File: config.mk
export PLATFORM = sky130hd
export DESIGN_NAME = lfu_cache_table
export DESIGN_NICKNAME = d
export VERILOG_FILES = /design/src/design/lfu_pkg.sv /design/src/design/lfu_datapath.sv /design/src/design/lfu_ctrl.sv /design/src/design/lfu_cache_table.sv
export SDC_FILE = /design/constraint.sdc
export NUM_CORES = 2
export LEC_CHECK = 0
export BUFFER_PORTS_ARGS = -buffer_cell sky130_fd_sc_hd__buf_2
export CAP_MARGIN = 20
export CORE_MARGIN = 2
export CORE_UTILIZATION = 45
export CTS_CLUSTER_SIZE = 12
export DETAILED_ROUTE_END_ITERATION = 8
export GPL_ROUTABILITY_DRIVEN = 0
export PLACE_DENSITY_LB_ADDON = 0.05
export SETUP_SLACK_MARGIN = 0.4
export SKIP_CTS_REPAIR_TIMING = 1
export SLEW_MARGIN = 10
export SYNTH_ARGS = -nofsm -noshare
export SYNTH_HDL_FRONTEND = slang
export SYNTH_SLANG_ARGS = --single-unit
File: constraint.sdc
create_clock -name clk -period 16.8 [get_ports clk]
set_input_delay 0.84 -clock clk [delete_from_list [all_inputs] [get_ports clk]]
set_output_delay 0.84 -clock clk [all_outputs]
set_load 0.02 [all_outputs]
File: src/design/lfu_pkg.sv
// shared types and constants for the lfu cache table
package lfu_pkg;
    localparam int KeyW = 32;
    localparam int DataW = 32;
    localparam int CntW = 32;
    localparam int CapW = 5;
    localparam int InW = 72;
    localparam int OutW = 72;
    localparam logic [CapW-1:0] CapReset = 5'd16;
    localparam logic [CntW-1:0] CntMax = '1;

    typedef enum logic [6:0] {
        ST_IDLE  = 7'b0000001,
        ST_SCAN  = 7'b0000010,
        ST_HIT   = 7'b0000100,
        ST_EVICT = 7'b0001000,
        ST_FREE  = 7'b0010000,
        ST_FILL  = 7'b0100000,
        ST_OUT   = 7'b1000000
    } state_t;

    typedef struct packed {
        logic start;     // latch request, reset scan
        logic scan;      // examine one entry
        logic do_hit;    // update hit entry
        logic do_evict;  // drop victim
        logic do_fill;   // write new entry
        logic clear_out; // result with all zero fields
        logic out_load;  // present result
        logic out_take;  // result taken
    } cmd_t;

    typedef struct packed {
        logic scan_done;
        logic found;
        logic is_put;
        logic cap_zero;
        logic full;
        logic has_victim;
        logic has_free;
        logic out_busy;
    } status_t;
endpackage

File: src/design/lfu_datapath.sv
// entry storage, scan logic and result register
module lfu_datapath #(
    parameter int ENTRIES = 16
) (
    input  logic                  clk,
    input  logic                  rst_n,
    input  lfu_pkg::cmd_t         cmd,
    output lfu_pkg::status_t      status,
    input  logic                  cfg_we,
    input  logic [lfu_pkg::CapW-1:0] cfg_wdata,
    input  logic [lfu_pkg::InW-1:0]  in_data,
    output logic [lfu_pkg::OutW-1:0] out_data
);
    localparam int IdxW = (ENTRIES > 1) ? $clog2(ENTRIES) : 1;
    localparam int RankW = IdxW;
    localparam int FillW = $clog2(ENTRIES + 1);

    logic [ENTRIES-1:0] valid_reg;
    logic [lfu_pkg::KeyW-1:0] key_mem [ENTRIES];
    logic [lfu_pkg::DataW-1:0] data_mem [ENTRIES];
    logic [lfu_pkg::CntW-1:0] cnt_mem [ENTRIES];
    logic [RankW-1:0] rank_reg [ENTRIES];
    logic [FillW-1:0] fill_reg;
    logic [lfu_pkg::CapW-1:0] cap_reg;

    logic kind_reg;
    logic [lfu_pkg::KeyW-1:0] key_reg;
    logic [lfu_pkg::DataW-1:0] val_reg;
    logic [FillW-1:0] scan_reg;
    logic found_reg, vic_ok_reg, free_ok_reg;
    logic [IdxW-1:0] hit_idx_reg, vic_idx_reg, free_idx_reg;
    logic [lfu_pkg::CntW-1:0] vic_cnt_reg;
    logic [RankW-1:0] vic_rank_reg;
    logic evicted_reg;
    logic [lfu_pkg::KeyW-1:0] ev_key_reg;
    logic out_busy_reg;
    logic [lfu_pkg::OutW-1:0] out_reg;

    logic [IdxW-1:0] si;
    logic [lfu_pkg::CapW-1:0] cap_eff;
    logic [lfu_pkg::CntW-1:0] hit_cnt;
    logic [RankW-1:0] hit_rank;

    assign si = scan_reg[IdxW-1:0];
    assign cap_eff = (int'(cap_reg) > ENTRIES) ? lfu_pkg::CapW'(ENTRIES) : cap_reg;
    assign hit_cnt = cnt_mem[hit_idx_reg];
    assign hit_rank = rank_reg[hit_idx_reg];

    assign status.scan_done = (scan_reg == FillW'(ENTRIES));
    assign status.found = found_reg;
    assign status.is_put = kind_reg;
    assign status.cap_zero = (cap_eff == '0);
    assign status.full = (int'(fill_reg) >= int'(cap_eff));
    assign status.has_victim = vic_ok_reg;
    assign status.has_free = free_ok_reg;
    assign status.out_busy = out_busy_reg;
    assign out_data = out_reg;

    always_ff @(posedge clk or negedge rst_n)
    begin
        if (!rst_n)
        begin
            cap_reg <= lfu_pkg::CapReset;
        end
        else if (cfg_we)
        begin
            cap_reg <= cfg_wdata;
        end
    end

    always_ff @(posedge clk or negedge rst_n)
    begin
        if (!rst_n)
        begin
            valid_reg <= '0;
            fill_reg <= '0;
            out_busy_reg <= 1'b0;
            scan_reg <= '0;
        end
        else
        begin
            if (cmd.out_take)
            begin
                out_busy_reg <= 1'b0;
            end
            if (cmd.out_load)
            begin
                out_busy_reg <= 1'b1;
            end
            if (cmd.start)
            begin
                scan_reg <= '0;
            end
            else if (cmd.scan)
            begin
                scan_reg <= scan_reg + 1'b1;
            end
            if (cmd.do_evict)
            begin
                valid_reg[vic_idx_reg] <= 1'b0;
                fill_reg <= fill_reg - 1'b1;
            end
            if (cmd.do_fill)
            begin
                valid_reg[free_idx_reg] <= 1'b1;
                fill_reg <= fill_reg + 1'b1;
            end
        end
    end

    always_ff @(posedge clk)
    begin
        if (cmd.start)
        begin
            kind_reg <= in_data[0];
            key_reg <= in_data[32:1];
            val_reg <= in_data[64:33];
            found_reg <= 1'b0;
            vic_ok_reg <= 1'b0;
            free_ok_reg <= 1'b0;
            evicted_reg <= 1'b0;
            ev_key_reg <= '0;
        end
        else if (cmd.scan)
        begin
            if (valid_reg[si])
            begin
                if (!found_reg && key_mem[si] == key_reg)
                begin
                    found_reg <= 1'b1;
                    hit_idx_reg <= si;
                end
                if (!vic_ok_reg || cnt_mem[si] < vic_cnt_reg ||
                    (cnt_mem[si] == vic_cnt_reg && rank_reg[si] > vic_rank_reg))
                begin
                    vic_ok_reg <= 1'b1;
                    vic_idx_reg <= si;
                    vic_cnt_reg <= cnt_mem[si];
                    vic_rank_reg <= rank_reg[si];
                end
            end
            else if (!free_ok_reg)
            begin
                free_ok_reg <= 1'b1;
                free_idx_reg <= si;
            end
        end
        if (cmd.do_hit)
        begin
            if (hit_cnt != lfu_pkg::CntMax)
            begin
                cnt_mem[hit_idx_reg] <= hit_cnt + 1'b1;
            end
            if (kind_reg)
            begin
                data_mem[hit_idx_reg] <= val_reg;
            end
            for (int i = 0; i < ENTRIES; i++)
            begin
                if (valid_reg[i] && IdxW'(i) != hit_idx_reg && rank_reg[i] < hit_rank)
                begin
                    rank_reg[i] <= rank_reg[i] + 1'b1;
                end
            end
            rank_reg[hit_idx_reg] <= '0;
        end
        if (cmd.do_evict)
        begin
            for (int i = 0; i < ENTRIES; i++)
            begin
                if (valid_reg[i] && rank_reg[i] > vic_rank_reg)
                begin
                    rank_reg[i] <= rank_reg[i] - 1'b1;
                end
            end
            evicted_reg <= 1'b1;
            ev_key_reg <= key_mem[vic_idx_reg];
            free_idx_reg <= vic_idx_reg;
            free_ok_reg <= 1'b1;
        end
        if (cmd.do_fill)
        begin
            for (int i = 0; i < ENTRIES; i++)
            begin
                if (valid_reg[i])
                begin
                    rank_reg[i] <= rank_reg[i] + 1'b1;
                end
            end
            key_mem[free_idx_reg] <= key_reg;
            data_mem[free_idx_reg] <= val_reg;
            cnt_mem[free_idx_reg] <= lfu_pkg::CntW'(1);
            rank_reg[free_idx_reg] <= '0;
        end
        if (cmd.out_load)
        begin
            if (cmd.clear_out)
            begin
                out_reg <= '0;
            end
            else
            begin
                out_reg <= {6'd0, ev_key_reg, evicted_reg,
                            (found_reg && !kind_reg) ? data_mem[hit_idx_reg] : 32'd0,
                            found_reg};
            end
        end
    end
endmodule

File: src/design/lfu_ctrl.sv
// sequencing state machine for one cache request
module lfu_ctrl (
    input  logic             clk,
    input  logic             rst_n,
    input  logic             in_fire,
    input  logic             out_fire,
    input  lfu_pkg::status_t status,
    output lfu_pkg::cmd_t    cmd,
    output logic             in_ready
);
    lfu_pkg::state_t state_reg, state_next;

    always_ff @(posedge clk or negedge rst_n)
    begin
        if (!rst_n)
        begin
            state_reg <= lfu_pkg::ST_IDLE;
        end
        else
        begin
            state_reg <= state_next;
        end
    end

    assign in_ready = (state_reg == lfu_pkg::ST_IDLE);

    always_comb
    begin
        state_next = state_reg;
        cmd = '0;
        cmd.out_take = out_fire;
        unique case (state_reg)
            lfu_pkg::ST_IDLE:
            begin
                if (in_fire)
                begin
                    cmd.start = 1'b1;
                    state_next = lfu_pkg::ST_SCAN;
                end
            end
            lfu_pkg::ST_SCAN:
            begin
                if (status.scan_done)
                begin
                    priority if (status.cap_zero)
                        state_next = lfu_pkg::ST_OUT;
                    else if (status.found)
                        state_next = lfu_pkg::ST_HIT;
                    else if (!status.is_put)
                        state_next = lfu_pkg::ST_OUT;
                    else if (status.full && status.has_victim)
                        state_next = lfu_pkg::ST_EVICT;
                    else
                        state_next = lfu_pkg::ST_FREE;
                end
                else
                begin
                    cmd.scan = 1'b1;
                end
            end
            lfu_pkg::ST_HIT:
            begin
                cmd.do_hit = 1'b1;
                state_next = lfu_pkg::ST_OUT;
            end
            lfu_pkg::ST_EVICT:
            begin
                cmd.do_evict = 1'b1;
                state_next = lfu_pkg::ST_FILL;
            end
            lfu_pkg::ST_FREE:
            begin
                state_next = status.has_free ? lfu_pkg::ST_FILL : lfu_pkg::ST_OUT;
            end
            lfu_pkg::ST_FILL:
            begin
                cmd.do_fill = 1'b1;
                state_next = lfu_pkg::ST_OUT;
            end
            lfu_pkg::ST_OUT:
            begin
                if (!status.out_busy || out_fire)
                begin
                    cmd.out_load = 1'b1;
                    cmd.clear_out = status.cap_zero;
                    state_next = lfu_pkg::ST_IDLE;
                end
            end
            default:
            begin
                state_next = lfu_pkg::ST_IDLE;
            end
        endcase
    end
endmodule

File: src/design/lfu_cache_table.sv
// top level of the lfu cache table
// One request at a time: a scan of one entry per cycle finds the key match and the
// victim, then up to two update steps run and the result register is loaded once an
// older result is taken. The result register holds a finished result while the next
// request is accepted. Reset clears the valid bits, fill count, scan index and result
// flag but not the entry contents; there is no clearing pass.
module lfu_cache_table #(
    parameter int ENTRIES = 16
) (
    input  logic        clk,
    input  logic        rst_n,
    input  logic        cfg_we,
    input  logic [4:0]  cfg_wdata,
    input  logic        s_tvalid,
    output logic        s_tready,
    input  logic [71:0] s_tdata,  // kind, key, value, zero fill
    output logic        m_tvalid,
    input  logic        m_tready,
    output logic [71:0] m_tdata   // hit, read_value, evicted, evicted_key, zero fill
);
    lfu_pkg::cmd_t cmd;
    lfu_pkg::status_t status;
    logic in_fire, out_fire;

    assign in_fire = s_tvalid && s_tready;
    assign out_fire = m_tvalid && m_tready;
    assign m_tvalid = status.out_busy;

    lfu_ctrl u_ctrl (
        .clk(clk), .rst_n(rst_n), .in_fire(in_fire), .out_fire(out_fire),
        .status(status), .cmd(cmd), .in_ready(s_tready)
    );

    lfu_datapath #(.ENTRIES(ENTRIES)) u_dp (
        .clk(clk), .rst_n(rst_n), .cmd(cmd), .status(status),
        .cfg_we(cfg_we), .cfg_wdata(cfg_wdata), .in_data(s_tdata), .out_data(m_tdata)
    );
endmodule

==> Yosys cells after proc, flatten, opt, wreduce, memory -nomap -nowiden <==
Memories as Yosys holds them, arrays and structs flattened. A register that Yosys moved wholly into a read port is not among the register bits.
Cells that the tools add are included.
{ "word_totals": {"latch_bits": 0, "word_cells": 495, "ram_bits": 1600, "mem_count": 4, "ff_bits": 228, "mem_bits_ro": 0, "input_bits": 82, "output_inout_bits": 74} }
{ "op_classes": {"order_cmp": 41, "n_bitwise": 37, "shift": 0, "n_eq_ne": 33, "multipliers": 0, "addsub": 36, "div": 0, "mux": 241, "reduce_logical": 82} }
{ "mem_list": {"columns": ["memory", "words", "word_bits", "rd", "rd_ports_with_merged_regs", "write_ports", "line_no", "source"], "rows": [
  ["u_dp.cnt_mem", 16, 32, 2, 1, 1, "lfu_datapath.sv:21", "logic [lfu_pkg::CntW-1:0] cnt_mem [ENTRIES];"],
  ["u_dp.data_mem", 16, 32, 1, 1, 1, "lfu_datapath.sv:20", "logic [lfu_pkg::DataW-1:0] data_mem [ENTRIES];"],
  ["u_dp.key_mem", 16, 32, 2, 1, 1, "lfu_datapath.sv:19", "logic [lfu_pkg::KeyW-1:0] key_mem [ENTRIES];"],
  ["u_dp.rank_reg", 16, 4, 18, 1, 17, "lfu_datapath.sv:22", "logic [RankW-1:0] rank_reg [ENTRIES];"]
]} }
{ "ops": {"columns": ["cell", "count"], "rows": [
  ["$mux 4", 44],
  ["$mux 1", 172],
  ["$mux 32", 4],
  ["$gt 4x4->1", 17],
  ["$add 4x1->4 const B", 16],
  ["$eq 32x32->1", 2],
  ["$lt 4x4->1", 16],
  ["$reduce_or 32->1", 2],
  ["$sub 4x1->4 const B", 16],
  ["$logic_and 1x1->1", 56],
  ["$mux 7", 7],
  ["$pmux 7 s6", 1],
  ["$add 32x1->32 const B", 1],
  ["$lt 32x32->1", 1],
  ["$mux 16", 2],
  ["$ne 32x32->1 const B", 1],
  ["$ne 4x4->1 const A", 8],
  ["$or 1x1->1", 32],
  ["$mux 5", 6],
  ["$and 16x16->16", 1],
  ["$ne 3x4->1 const A", 4],
  ["$not 16->16", 1],
  ["$or 16x16->16", 1],
  ["$lt 4x5->1 const B", 3],
  ["other kinds (31)", 56]
]} }

==> Depth between registers and ports, before layout <==
{ "logic_depth": {"word_depth": 10, "depth_mapped": 21, "ltp_nobuf": 14} }

==> Hierarchy <==
From an unflattened synthesis, not the netlist that was laid out.
{ "hier_totals": {"hier_cells": 5650, "area_unflattened_um2": 86661.9} }
{ "modules_own_cells": {"columns": ["module", "n_inst", "area_each_um2", "cells_per_inst"], "rows": [
  ["lfu_datapath", 1, 86091.3, 5583],
  ["lfu_ctrl", 1, 558.0, 65],
  ["lfu_cache_table", 1, 12.5, 2]
]} }

==> Worst setup path after synthesis <==
Ideal clock, no wire load.
{ "synth_timing": {"path_kind": "register to register", "start": "register u_dp.scan_reg[0]", "end": "register with a tool-made name", "setup_ns": 0.122, "path_stages_with_launch": 18, "arrival_time_ns": 6.668, "setup_slack_ns": 10.010, "cell_sequence": "dfrtp_1 > buf_6 > buf_12 > buf_12 > buf_6 > buf_2 > buf_1 > mux4_2 > mux4_2 > ha_1 > a21o_1 > a21o_1 > a21o_1 > a21o_1 > a211o_1 > a221o_1 > a211oi_2 > mux2_2"} }
{ "synth_rtl": {"columns": ["item", "line_no", "source"], "rows": [
  ["start, declared", "lfu_datapath.sv:29", "logic [FillW-1:0] scan_reg;"],
  ["start signal, assigned", "lfu_datapath.sv:96", "scan_reg <= scan_reg + 1'b1;"]
]} }

==> results.tsv <==
metric	value	unit
Setup TNS	0	ps
Mean Syn Cell Area	19.1	sq um
RSZ-0062 raised after global routing	false	
status	finished, final reports clean	
Clock Sinks	1862	
FILL cells	15394	
die outline height	440	microns
Inserted Clock Buffers	199	
final hold vios	0	
fraction of layout cells with a size suffix above 1	0.290	
Synth area leader	edfxtp_1	
Final Instance Count excl. Fillers	7349	
Tcrit/Tclk final	0.405	
Max Cap Viol	0	
clk slew on worst S/H paths	70	ps
Critical Path Most Common Cell	buf_4	
most frequent cells after synthesis	edfxtp_1 (1747), mux4_2 (781), nor2_1 (205)	
min Tclk post-route	6810	ps
GRT met3 Usage	0.0319	
IO buf count	142	
Psw	0.00272	W
clock latency on the worst-skew pair	870	ps
antenna violations before repair	13	
Iter 0 DRT Violations	4491	
Post-synth EDFFs	1747	
Pleak	30.9	nW
most frequent cell after synthesis	edfxtp_1	
worst slew pin tran	1110	ps
Synth cell types	88	
Synth top area share	0.614	
Syn Inst Count	4482	
HPWL after detailed placement	125000	microns
Peak Freq	0.147	GHz
final setup vio count	0	
worst-path cell chain	buf_4 > buf_4 > mux4_2 > nand2_1 > mux4_2 > nor3_2 > and3_1 > nand2_2 > nor2_4 > nor2_4 > buf_4	
# rows	159	
largest net degree at the start of global routing	138	
drt drc	0	
PD cells	115	mW/mm^2
sequential area share after synthesis	0.644	
Synth Warn #	0	
Internal	0.00823	W
gr ovfl total	0	
Seq pwr share	0.501	
relative slew slack	0.261	
Pre-antenna DRT Iters	5	
I/O pins	156	
Comb power frac	0.115	
Placed Instances	6982	
Top delay family on crit path	simple AND/OR/NAND/NOR gates	
Buf+Inv Stages, Crit Path	3	
ys flop type	edfxtp_1	
Clock power frac	0.384	
Clock Tree Buf Depth	3	
Die W	440	microns
Antenna Violating Nets Remaining	0	
Startpoint Class	flop	
Top Registers	u_dp.cnt_mem x512, u_dp.data_mem x512, u_dp.key_mem x512	
#FFs+latches synth	1862	
Synth async-reset ratio	0.0209	
Max H-tree Level	4	
DR vias/cell	6.14	
vias in the first global route	46635	
VDD IR max	0.0912	mV
Slowest-stage cell, CP	nor2_4	
CTS Root Buffer Type	clkbuf_16	
grt met2 use	0.397	
crit path capture type	flop	
Initial Utilization	0.454	
global route hottest layer	met2	
first-pass GRT wire length	334000	microns
CTS tree	built	
M1 GR Usage	0.339	
CP peak stage delay	860	ps
Syn-to-layout area delta	11.8	%
Slew Limit Fails	0	
worst hold path class	primary input to flop	
top cells by area, synth	edfxtp_1 (61%), mux4_2 (21%), ha_1 (2.8%)	
synthesized area	0.0854	sq mm
CP Class	flop to flop	
Vias	45148	
Final Net Count	4972	
WL final	232000	microns
CORE AREA	0.188	sq mm
Wirelength per Cell	31.5	microns
crit-path max FO	37	
Total Routing Usage GR	0.241	
crit path DAT	7330	ps
Worst EP required	17320	ps
DIE AREA	0.193	sq mm
Clock Skew	56.3	ps
sw frac	0.248	
-- worst reg2reg max path: stages, from the launching register on --
cell and delay (ps):
dfxtp_4 790, buf_4 790, buf_4 710, mux4_2 440, nand2_1 60, mux4_2 560
nor3_2 690, and3_1 610, nand2_2 170, nor2_4 860, nor2_4 330, buf_4 420
-- final timing paths --
| check | startpoint | endpoint | slack [ps] | cells past startpoint |
|---|---|---|---|---|
| worst max-delay path | flop | u_dp.cnt_mem[11][18] | 9990 | 11 |
| worst min-delay path | s_tdata[20] | u_dp.key_reg[19] | 150 | 1 |
| worst max register to register | flop | u_dp.cnt_mem[11][18] | 9990 | 11 |
| worst min register to register | u_dp.evicted_reg | u_dp.evicted_reg | 440 | 2 |
| max in group asynchronous | rst_n | u_ctrl.state_reg[0] | 15800 | 3 |
| min in group asynchronous | rst_n | u_dp.cap_reg[0] | 420 | 2 |
-- logic make-up (layout without fill, tap and decap cells) --
kind of cell,after synthesis,in the layout,share of synthesized area
flops,1862,1862,0.644
mux,911,911,0.222
simple gates,663,663,0.0406
compound gates,365,365,0.0309
buf+inv,358,723,0.0207
fa+ha+maj,199,199,0.0299
xor+xnor,123,123,0.0126
other cells,1,8,0.0000439
-- cells in the final DEF (no fill, tap or decap), drive strengths merged, types with 41 or more instances in the layout --
cell type | Yosys | routed
nand2 | 103 | 103
mux4 | 781 | 781
nor2b | 101 | 101
xnor2 | 53 | 53
xor2 | 70 | 70
o21ai | 71 | 71
inv | 106 | 111
dfxtp | 76 | 76
clkinv | 1 | 84
clkbuf | 121 | 264
mux2i | 105 | 105
edfxtp | 1747 | 1747
buf | 130 | 253
nor2 | 206 | 206
ha | 191 | 191
o21a | 41 | 41
-- metrics by stage --
step                       util  area [sq um]  hold slack (ps)  worst slack, ps  power (W)
final                     0.507         95400              152             9990     0.0109
after global routing      0.507         95400              105             9490     0.0113
after CTS                 0.507         95400             83.1             9750     0.0111
after detailed placement  0.474         89200              432             9820    0.00686
after global placement    0.474         89200              434             9820    0.00685
after floorplan               -         85400              416            10010    0.00645
-- per-layer routing --
metal	part of all wire	up-vias
met5	0	-
met3	0.049	378
li1	-	19117
met4	0.028	0
met1	0.43	24299
met2	0.49	1354
-- power groups by stage --
| stage | Sequential [W] | Combinational, W | Clock, W |
|---|---|---|---|
| 2_1_floorplan | 0.00548 | 0.000963 | 0 |
| 4_1_cts | 0.00548 | 0.00128 | 0.00430 |
| 3_3_place_gp | 0.00557 | 0.00128 | 0 |
| 6_report | 0.00548 | 0.00125 | 0.00421 |
| 3_5_place_dp | 0.00558 | 0.00128 | 0 |
| 5_1_grt | 0.00551 | 0.00136 | 0.00448 |
-- cell type report --
cell class | count | area, sq um | area share
clock buffers | 264 | 5340 | 0.0559
repair buffers | 254 | 1620 | 0.0169
flip-flops and latches | 1862 | 55000 | 0.576
diodes | 2 | 5.00 | 0.0000524
inverters | 107 | 409 | 0.00429
multi-input cells | 2267 | 29100 | 0.305
clock inverters | 98 | 846 | 0.00886
well taps | 2495 | 3120 | 0.0327
Note: power is estimated with default switching activity, not from simulation.
